<file path="src/hdl/dds_pkg.sv">
// dds_pkg: shared codes and types for the door drive supervisor
// operation codes, timeout defaults and the result struct passed from core to top
// no dependencies
`timescale 1ns / 1ps
`default_nettype none

package dds_pkg;

	// operation codes of an input item
	localparam logic [1:0] OP_TICK  = 2'd0;
	localparam logic [1:0] OP_OPEN  = 2'd1;
	localparam logic [1:0] OP_CLOSE = 2'd2;

	// counter limits and register defaults
	localparam int unsigned TICK_W          = 16;
	localparam logic [TICK_W-1:0] TICK_MAX  = 16'hFFFF;
	localparam logic [TICK_W-1:0] TIMEOUT_RST = 16'd230;

	// one result item as produced by the core
	typedef struct packed {
		logic [2:0] door_state;
		logic       state_changed;
		logic       press_button;
	} result_t;

endpackage

`default_nettype wire

</file>
<file path="src/hdl/dds_core.sv">
// dds_core: door mode state machine, contact edge tracking and elapsed tick counter
// computes one result per item and updates state when the item advances
// depends on dds_pkg
`timescale 1ns / 1ps
`default_nettype none

module dds_core (
	input  wire logic                        clk,
	input  wire logic                        arst_n,
	input  wire logic                        step,
	input  wire logic [1:0]                  op,
	input  wire logic                        level,
	input  wire logic [dds_pkg::TICK_W-1:0]  timeout,
	output dds_pkg::result_t                 res
);

	typedef enum logic [2:0] {
		MODE_CLOSED  = 3'd0,
		MODE_OPENING = 3'd1,
		MODE_OPEN    = 3'd2,
		MODE_CLOSING = 3'd3,
		MODE_RETRY   = 3'd4,
		MODE_ERROR   = 3'd5
	} mode_t;

	mode_t                       mode_q;
	mode_t                       mode_d;
	logic                        prev_contact_q;
	logic [dds_pkg::TICK_W-1:0]  elapsed_q;
	logic [dds_pkg::TICK_W-1:0]  elapsed_inc;
	logic [dds_pkg::TICK_W-1:0]  elapsed_d;
	logic                        expired;
	logic                        changed;
	logic                        press;

	// saturating tick count and timeout compare
	assign elapsed_inc = (elapsed_q != dds_pkg::TICK_MAX) ? elapsed_q + 16'd1 : elapsed_q;
	assign expired     = elapsed_inc > timeout;

	// next mode, change flag and button pulse
	always_comb begin
		mode_d    = mode_q;
		elapsed_d = elapsed_q;
		changed   = 1'b0;
		press     = 1'b0;
		case (op)
			dds_pkg::OP_TICK: begin
				elapsed_d = elapsed_inc;
				if (prev_contact_q && !level) begin
					mode_d  = MODE_CLOSED;
					changed = 1'b1;
				end else if (!prev_contact_q && level) begin
					mode_d  = MODE_OPENING;
					changed = 1'b1;
				end else if (expired && mode_q == MODE_OPENING) begin
					mode_d  = MODE_OPEN;
					changed = 1'b1;
				end else if (expired && mode_q == MODE_CLOSING) begin
					mode_d  = MODE_RETRY;
					changed = 1'b1;
					press   = 1'b1;
				end else if (expired && mode_q == MODE_RETRY) begin
					mode_d  = MODE_ERROR;
					changed = 1'b1;
				end
			end
			dds_pkg::OP_OPEN: begin
				press = (mode_q == MODE_CLOSED);
			end
			dds_pkg::OP_CLOSE: begin
				if (mode_q == MODE_OPEN || mode_q == MODE_ERROR) begin
					mode_d  = MODE_CLOSING;
					changed = 1'b1;
					press   = 1'b1;
				end
			end
			default: begin
				mode_d = mode_q;
			end
		endcase
		if (changed) begin
			elapsed_d = '0;
		end
	end

	assign res.door_state    = mode_d;
	assign res.state_changed = changed;
	assign res.press_button  = press;

	// state registers, updated as the item moves to the result stage
	always_ff @(posedge clk or negedge arst_n) begin
		if (!arst_n) begin
			mode_q         <= MODE_OPEN;
			prev_contact_q <= 1'b1;
			elapsed_q      <= '0;
		end else if (step) begin
			mode_q    <= mode_d;
			elapsed_q <= elapsed_d;
			if (op == dds_pkg::OP_TICK) begin
				prev_contact_q <= level;
			end
		end
	end

	// a pulse without a change only comes from an open request on a closed door
	a_press_open: assert property (@(posedge clk) disable iff (!arst_n)
		step && press && !changed |-> op == dds_pkg::OP_OPEN && mode_q == MODE_CLOSED)
		else $error("button pulse without a change outside an open request");

	// any transition clears the tick count
	a_clear: assert property (@(posedge clk) disable iff (!arst_n)
		step && changed |=> elapsed_q == '0)
		else $error("elapsed count not cleared on transition");

	// a tick without a transition leaves a nonzero count
	a_count: assert property (@(posedge clk) disable iff (!arst_n)
		step && !changed && op == dds_pkg::OP_TICK |=> elapsed_q != '0)
		else $error("tick did not advance the elapsed count");

	// state holds while no item advances
	a_hold: assert property (@(posedge clk) disable iff (!arst_n)
		!step |=> $stable(mode_q) && $stable(elapsed_q) && $stable(prev_contact_q))
		else $error("door state moved without an item");

endmodule

`default_nettype wire

</file>
<file path="src/hdl/door_drive_supervisor_top.sv">
// door_drive_supervisor_top: input stage, timeout register and result register
// around the door supervision core
// depends on dds_pkg and dds_core
// a result passes the input register and then the result register; out_ready low holds it in place
// throughput: one item per cycle; both stages move whenever the result register frees up
// the next item sees the mode, contact and count that the previous item left, updated at its edge
// reset: mode open, contact level high, count zero, timeout 230, both stages empty
`timescale 1ns / 1ps
`default_nettype none

module door_drive_supervisor_top (
	input  wire logic        clk,
	input  wire logic        arst_n,
	input  wire logic        cfg_valid,
	output      logic        cfg_ready,
	input  wire logic [15:0] cfg_data,
	input  wire logic        in_valid,
	output      logic        in_ready,
	input  wire logic [1:0]  operation,
	input  wire logic        contact_level,
	output      logic        out_valid,
	input  wire logic        out_ready,
	output      logic [2:0]  door_state,
	output      logic        state_changed,
	output      logic        press_button
);

	logic [dds_pkg::TICK_W-1:0]  run_timeout_q;
	logic                        valid_s1;
	logic [1:0]                  op_s1;
	logic                        level_s1;
	logic                        out_valid_q;
	dds_pkg::result_t            res_q;
	dds_pkg::result_t            res;
	logic                        step;
	logic                        out_free;

	// handshake: result slot free, stage one advances into it
	assign out_free  = !out_valid_q || out_ready;
	assign step      = valid_s1 && out_free;
	assign in_ready  = !valid_s1 || out_free;
	assign cfg_ready = 1'b1;

	// timeout register
	always_ff @(posedge clk or negedge arst_n) begin
		if (!arst_n) begin
			run_timeout_q <= dds_pkg::TIMEOUT_RST;
		end else if (cfg_valid && cfg_ready) begin
			run_timeout_q <= cfg_data;
		end
	end

	// input stage
	always_ff @(posedge clk or negedge arst_n) begin
		if (!arst_n) begin
			valid_s1 <= 1'b0;
		end else if (in_ready) begin
			valid_s1 <= in_valid;
		end
	end

	always_ff @(posedge clk) begin
		if (in_valid && in_ready) begin
			op_s1    <= operation;
			level_s1 <= contact_level;
		end
	end

	dds_core u_core (
		.clk     (clk),
		.arst_n  (arst_n),
		.step    (step),
		.op      (op_s1),
		.level   (level_s1),
		.timeout (run_timeout_q),
		.res     (res)
	);

	// result register
	always_ff @(posedge clk or negedge arst_n) begin
		if (!arst_n) begin
			out_valid_q <= 1'b0;
		end else if (out_free) begin
			out_valid_q <= valid_s1;
		end
	end

	always_ff @(posedge clk) begin
		if (step) begin
			res_q <= res;
		end
	end

	assign out_valid     = out_valid_q;
	assign door_state    = res_q.door_state;
	assign state_changed = res_q.state_changed;
	assign press_button  = res_q.press_button;

endmodule

`default_nettype wire
</file>
<file path="config.mk">
export PLATFORM = sky130hd
export DESIGN_NAME = door_drive_supervisor_top
export DESIGN_NICKNAME = d
export VERILOG_FILES = /design/src/hdl/dds_pkg.sv /design/src/hdl/dds_core.sv /design/src/hdl/door_drive_supervisor_top.sv
export SDC_FILE = /design/constraint.sdc
export NUM_CORES = 1
export LEC_CHECK = 0
export BUFFER_PORTS_ARGS = -buffer_cell sky130_fd_sc_hd__buf_4
export CAP_MARGIN = 20
export CELL_PAD_IN_SITES_DETAIL_PLACEMENT = 0
export CELL_PAD_IN_SITES_GLOBAL_PLACEMENT = 2
export CORE_AREA = 3 3 90 92
export CTS_BUF_LIST = sky130_fd_sc_hd__clkbuf_8
export DETAILED_ROUTE_END_ITERATION = 10
export DIE_AREA = 0 0 93 95
export GPL_TIMING_DRIVEN = 0
export PLACE_DENSITY_LB_ADDON = 0.1
export SLEW_MARGIN = 20
export SYNTH_ARGS = -nofsm -noshare
export SYNTH_HDL_FRONTEND = slang
export SYNTH_HIERARCHICAL = 1
export SYNTH_SLANG_ARGS = --single-unit
</file>
<file path="constraint.sdc">
create_clock -name clk -period 4.2 [get_ports clk]
set_input_delay 0.42 -clock clk [delete_from_list [all_inputs] [get_ports clk]]
set_output_delay 0.42 -clock clk [all_outputs]
set_load 0.005 [all_outputs]
</file>
* After elaboration in Yosys (flattened, before gate mapping) *
Index checks and enable logic that the tools add are counted.
W data, S select, Z words.

storage, ports and cells
  bits in registers = 46
  input port bits = 24
  word-level logic and storage cells = 62

cells by class
  add/subtract/negate cells = 1
  magnitude comparators = 1
  equality and inequality tests = 8
  mux-type cells = 22
  reductions and logical operators = 19

operator list
  cell                     number
  $mux W16                 3
  $mux W3                  6
  $add A16 B1 Y16 const B  1
  $gt A16 B16 Y1           1
  $ne A16 B16 Y1 const B   1
  $mux W1                  10
  $logic_and A1 B1 Y1      7
  $eq A3 B2 Y1 const B     2
  $eq A3 B3 Y1 const B     2
  $pmux W3 S2              1
  $logic_not A1 Y1         4
  $reduce_and A2 Y1        2
  $eq A3 B1 Y1 const B     1
  $logic_not A3 Y1         1
  $logic_or A1 B1 Y1       3
  $pmux W1 S3              1
  $eq A2 B1 Y1 const B     1
  $eq A2 B2 Y1 const B     1
  $logic_not A2 Y1         1
  $pmux W1 S2              1
  $reduce_bool A2 Y1       1

* Logic depth before layout (Yosys ltp) *
  depth after elaboration = 12
  gate-level depth with buffers = 15

* Cells and area by module *
The synthesis kept the hierarchy.

by module, submodules not included
  module                     instances  cells each  area each (µm²)  seq. area each (µm²)
  dds_core                   1          226         1,953.1          503.0
  door_drive_supervisor_top  1          52          996.0            696.9

* Worst setup path before layout *
Ideal clock, no wire load.

  path type = register to register
  from = register u_core/elapsed_q[0] in the netlist's numbering
  to = register res_q, in the netlist press_button, data pin
  library setup time = 125 ps
  arrival = 3,322 ps
  setup slack = 753 ps
  stages on the path, launching flop included = 15
  buffers on the path = 1
  period minus slack after synthesis = 3,447 ps
  cell sequence = dfrtp_1 -> ha_1 -> nand2_1 -> nor2_1 -> a311oi_1 -> and3_1 -> xor2_1 -> ha_1 -> nand2_1 -> nor4_2 -> a21bo_2 -> a31o_1 -> or4b_4 -> o21ai_2 -> buf_4

on the way
  cells in the longest elaborated chain, start to end = 9
  elaborated cells between the ends (all ways) = 11
  those cells by class = 1 x add/sub; 1 x order compare; 1 x eq/ne; 6 x mux; 2 x reduce/logical

RTL lines
  element                                            RTL line                         RTL
  start, declared                                    dds_core.sv:29                   logic [dds_pkg::TICK_W-1:0] elapsed_q;
  start signal, assigned                             dds_core.sv:98                   elapsed_q <= elapsed_d;
  $add A16 B1 Y16 or $ne A16 B16 Y1 (tied branches)  dds_core.sv:37                   assign elapsed_inc = (elapsed_q != dds_pkg::TICK_MAX) ? elapsed_q + 16'd1 : elapsed_q;
  $mux W16 *                                         dds_core.sv:37
  $gt A16 B16 Y1 *                                   dds_core.sv:38                   assign expired = elapsed_inc > timeout;
  $logic_and A1 B1 Y1                                dds_core.sv:58                   end else if (expired && mode_q == MODE_CLOSING) begin
  $mux W1                                            dds_core.sv:58
  $mux W1 *                                          dds_core.sv:55                   end else if (expired && mode_q == MODE_OPENING) begin
  $mux W1 *                                          dds_core.sv:52                   end else if (!prev_contact_q && level) begin
  $mux W1 *                                          dds_core.sv:49                   if (prev_contact_q && !level) begin
  $pmux W1 S3 *                                      dds_core.sv:46                   case (op)
  named net u_core.press                             dds_core.sv:34                   logic press;
  end signal, assigned                               door_drive_supervisor_top.sv:90  res_q <= res;
  end, declared                                      door_drive_supervisor_top.sv:33  dds_pkg::result_t res_q;

The timed path passes the listed nets; every way through them passes the cells marked *.
A chain may end at the register's enable or synchronous reset.

* Worst setup path in the final report *
  from = register u_core/elapsed_q[8] in the netlist's numbering
  to = register u_core/elapsed_q[0] in the netlist's numbering

on the way
  cells in the longest elaborated chain, start to end = 12
  elaborated cells between the ends (all ways) = 17
  those cells by class = 1 x add/sub; 1 x order compare; 1 x eq/ne; 9 x mux; 5 x reduce/logical

RTL lines
  element                                            RTL line        RTL
  $add A16 B1 Y16 or $ne A16 B16 Y1 (tied branches)  dds_core.sv:37
  $mux W16 *                                         dds_core.sv:37
  $gt A16 B16 Y1                                     dds_core.sv:38
  $logic_and A1 B1 Y1                                dds_core.sv:62  end else if (expired && mode_q == MODE_RETRY) begin
  $mux W1                                            dds_core.sv:62
  $mux W1                                            dds_core.sv:58
  $mux W1                                            dds_core.sv:55
  $mux W1                                            dds_core.sv:52
  $mux W1                                            dds_core.sv:49
  $pmux W1 S2                                        dds_core.sv:46
  $reduce_bool A2 Y1 (no source line)                n/a
  $reduce_and A2 Y1 (no source line)                 n/a

Every way passes the cells marked *; elsewhere a longest branch is shown, timed or not. The select of a mux whose other input is x is not followed.

==> impl_metrics.env <==
export IMPL_vdd_ir_drop_worst_mv=0.126
export IMPL_wl_per_cell_um=15.5
export IMPL_synth_edf_count=8
export IMPL_clkSinkCount=46
export IMPL_synth_common_cells="dfrtp_1, inv_1, nand2_1"
export IMPL_crit_path_end_kind="flop"
export IMPL_root_buffer="clkbuf_8"
export IMPL_syn_num_nets=319
export IMPL_io_pins=32
export IMPL_syn_to_final_growth_pct=15.1
export IMPL_dominantRegCellSynth="dfrtp_1"
export IMPL_required_ps=4440
export IMPL_seq_area_sq_um=1200
export IMPL_start_util_pct=40.4
export IMPL_die_w_um=93
export IMPL_finalNetCount=355
export IMPL_rr_worst_depth=13
export IMPL_die_area_sq_um=8840
export IMPL_hp_class="input pin to asynchronous set/reset pin"
export IMPL_ys_top_cells_by_area="dfrtp_1, edfxtp_1, ha_1, dfstp_2, mux2_4"
export IMPL_drive_gt1_share_pct=26.7
export IMPL_numPortBuffers=29
export IMPL_clkPwrFrac_pct=24.4
export IMPL_drt_iter0_drc=91
export IMPL_worstPathArrival_ps=4140
export IMPL_synth_cell_types=66
export IMPL_critPathKind="flop to flop"
export IMPL_synthCells=278
export IMPL_ys_seq_area_share_pct=40.7
export IMPL_max_freq_mhz=256
export IMPL_grt_ovfl_total=0
export IMPL_antenna_left=0
export IMPL_rrSetupSlack_ps=300
export IMPL_clkTransAtPathRegs_ps=90
export IMPL_p_sw_mw=0.359
export IMPL_pre_cts_ws_ps=194
export IMPL_place_gp_congestion=0.831
export IMPL_drcViolationCount=0
export IMPL_core_area_sq_um=7290
export IMPL_finalHoldViolCount=0
export IMPL_via_per_inst=5.28
export IMPL_fin_hold_ws_ps=75.1
export IMPL_grt_pass1_vias=2142
export IMPL_sequentialPowerShare_pct=50.0
export IMPL_vias=2187
export IMPL_worst_clock_skew_ps=12.7
export IMPL_cp_start_kind="flop"
export IMPL_wl_um=6440
export IMPL_async_flop_share_pct=82.6
export IMPL_r2r_start="u_core/elapsed_q[8]"
export IMPL_fillerInstances=737
export IMPL_syn_avg_cell_area_sq_um=10.6
export IMPL_cts_made_buffers=5
export IMPL_power_leakage_nw=1.51
export IMPL_max_slew_margin_rel_pct=53.1
export IMPL_die_y_um=95
export IMPL_tightest_slew_ps=699
export IMPL_fin_setup_tns_ps=0
export IMPL_antenna_found_initial=0
export IMPL_swShare_pct=31.0
export IMPL_clock_path_buffers=2
export IMPL_final_util_pct=46.6
export IMPL_yosysWarnings=6
export IMPL_final_area_sq_um=3400
export IMPL_grt_max_degree=39
export IMPL_grt_pass1_wl_um=10600
export IMPL_intPower_mw=0.800
export IMPL_yosysTopAreaCellShare_pct=26.3
export IMPL_placed_area_sq_um=3290
export IMPL_setup_violations=0
export IMPL_rows=31
export IMPL_cts_htree_levels=2
export IMPL_p_per_area_nw_per_um2=341
export IMPL_yosys_cell_count_top_type="dfrtp_1"
export IMPL_yosys_area_top_type="dfrtp_1"
export IMPL_cap_violations=0
export IMPL_hpwl_um=4800
export IMPL_slew_violations=0
export IMPL_firstDrtPassIters=4
export IMPL_post_route_min_period_ps=3900
export IMPL_syn_area_sq_um=2950
export IMPL_post_route_period_util_pct=92.8
export IMPL_outcome="complete, no violations"
export IMPL_cts_tree="yes"
export IMPL_fin_ws_ps=301
export IMPL_groute_usage_overall_pct=15.4
export IMPL_antenna_cells=0
export IMPL_ys_seq_elements=46
export IMPL_reg2reg_to="u_core/elapsed_q[0]"
export IMPL_clkLatencyLatePin_ps=300
export IMPL_crit_fanout=10
export IMPL_multiInputGateArea_sq_um=1600
export IMPL_power_share_combinational_pct=25.7
## cell families (layout without fill, tap and decap cells)
logic type	after synthesis	count (layout)	synth area share, %
multiplexers	18	18	8.15
buffers and inverters	33	70	5.56
adder cells (fa/ha/maj)	18	18	7.55
XOR/XNOR	11	11	3.27
AND/OR/NAND/NOR	82	82	16.1
flip-flops	46	46	40.7
AO/OA/AOI/OAI	69	69	18.5
other	1	1	0.127
## flip-flops by register name (all words and copies together) (netlist names)
signal and count:
press_button 1, run_timeout_q 16, state_changed 1, u_core/prev_contact_q 1
level_s1 1, u_core/mode_q 3, door_state 3, op_s1 2
u_core/elapsed_q 16, out_valid 1, valid_s1 1
## worst max-delay path: stages (launching register included)
cell and delay (ps):
dfrtp_1 470, and4_1 270, and4_4 240, a21oi_1 360, and4_1 320, xor2_1 170
ha_1 240, nand2_1 90, o21ai_0 180, a2111oi_4 520, a311oi_4 180, buf_4 220
a2111oi_0 440, a21o_1 130
## through the flow
stage / std cells / power (mW)
CTS: 414 / 1.18
global route: 414 / 1.24
global placement: 406 / 0.882
floorplan: 278 / 0.784
finish: 414 / 1.16
detailed placement: 406 / 0.887
## final cells by class
type                            count  area share (%)
Tap cell                           99            3.65
Clock inverter                      2           0.258
Timing Repair Buffer               29            6.41
Multi-Input combinational cell    199            47.1
Sequential cell                    46            35.3
Inverter                           23            2.54
Clock buffer                        6            2.43
Buffer                             10            2.28
## per-layer routing
metal	GRT usage, %	up-vias	wire, um
met5	0	-	0
met4	5.37	0	106
met3	3.27	9	305
met2	23.3	48	2830
met1	21.7	1024	3200
li1	-	1106	-
## timing repair
action / in CTS / in global routing
buffers inserted: 0 / 0
hold buffers: 0 / 0
resized for setup: 0 / 3
endpoints found under the setup margin: 0 / 13
## placed cells by master, fill, tap and decap left out, types with 3 or more instances in the layout
master and n:
o311ai_0 5, inv_1 24, xnor2_1 4, nand2b_1 5
nor3b_1 7, xor2_1 7, a21oi_1 12, o22a_1 3
buf_4 33, and4_1 3, dfrtp_1 31, nor3_1 9
nand2_1 18, o21ai_0 6, a22o_1 4, nor2_1 9
mux2_4 10, o21ai_1 3, a31oi_1 3, mux2_2 8
clkbuf_1 3, dfstp_2 7, and2_1 7, o21a_1 8
nand3_1 6, clkbuf_8 6, ha_1 17, edfxtp_1 8
## power groups by stage
stage,Clock (mW),Sequential [mW],Combinational (mW)
2_1_floorplan,0,0.574,0.210
3_3_place_gp,0,0.587,0.295
3_5_place_dp,0,0.586,0.301
4_1_cts,0.297,0.579,0.302
5_1_grt,0.310,0.588,0.340
6_report,0.282,0.579,0.298
## worst max-delay path by stage
stage / startpoint / end / slack [ps] / cells past startpoint
floorplan: u_core/elapsed_q[0] / press_button / 750 / 14
global placement: u_core/elapsed_q[0] / state_changed / 100 / 15
detailed placement: u_core/elapsed_q[0] / state_changed / 190 / 15
CTS: u_core/elapsed_q[0] / press_button / 160 / 14
global route: u_core/elapsed_q[0] / press_button / -20 / 14
finish: u_core/elapsed_q[8] / u_core/elapsed_q[0] / 300 / 13
No activity file was read; power rests on OpenSTA's default activity.
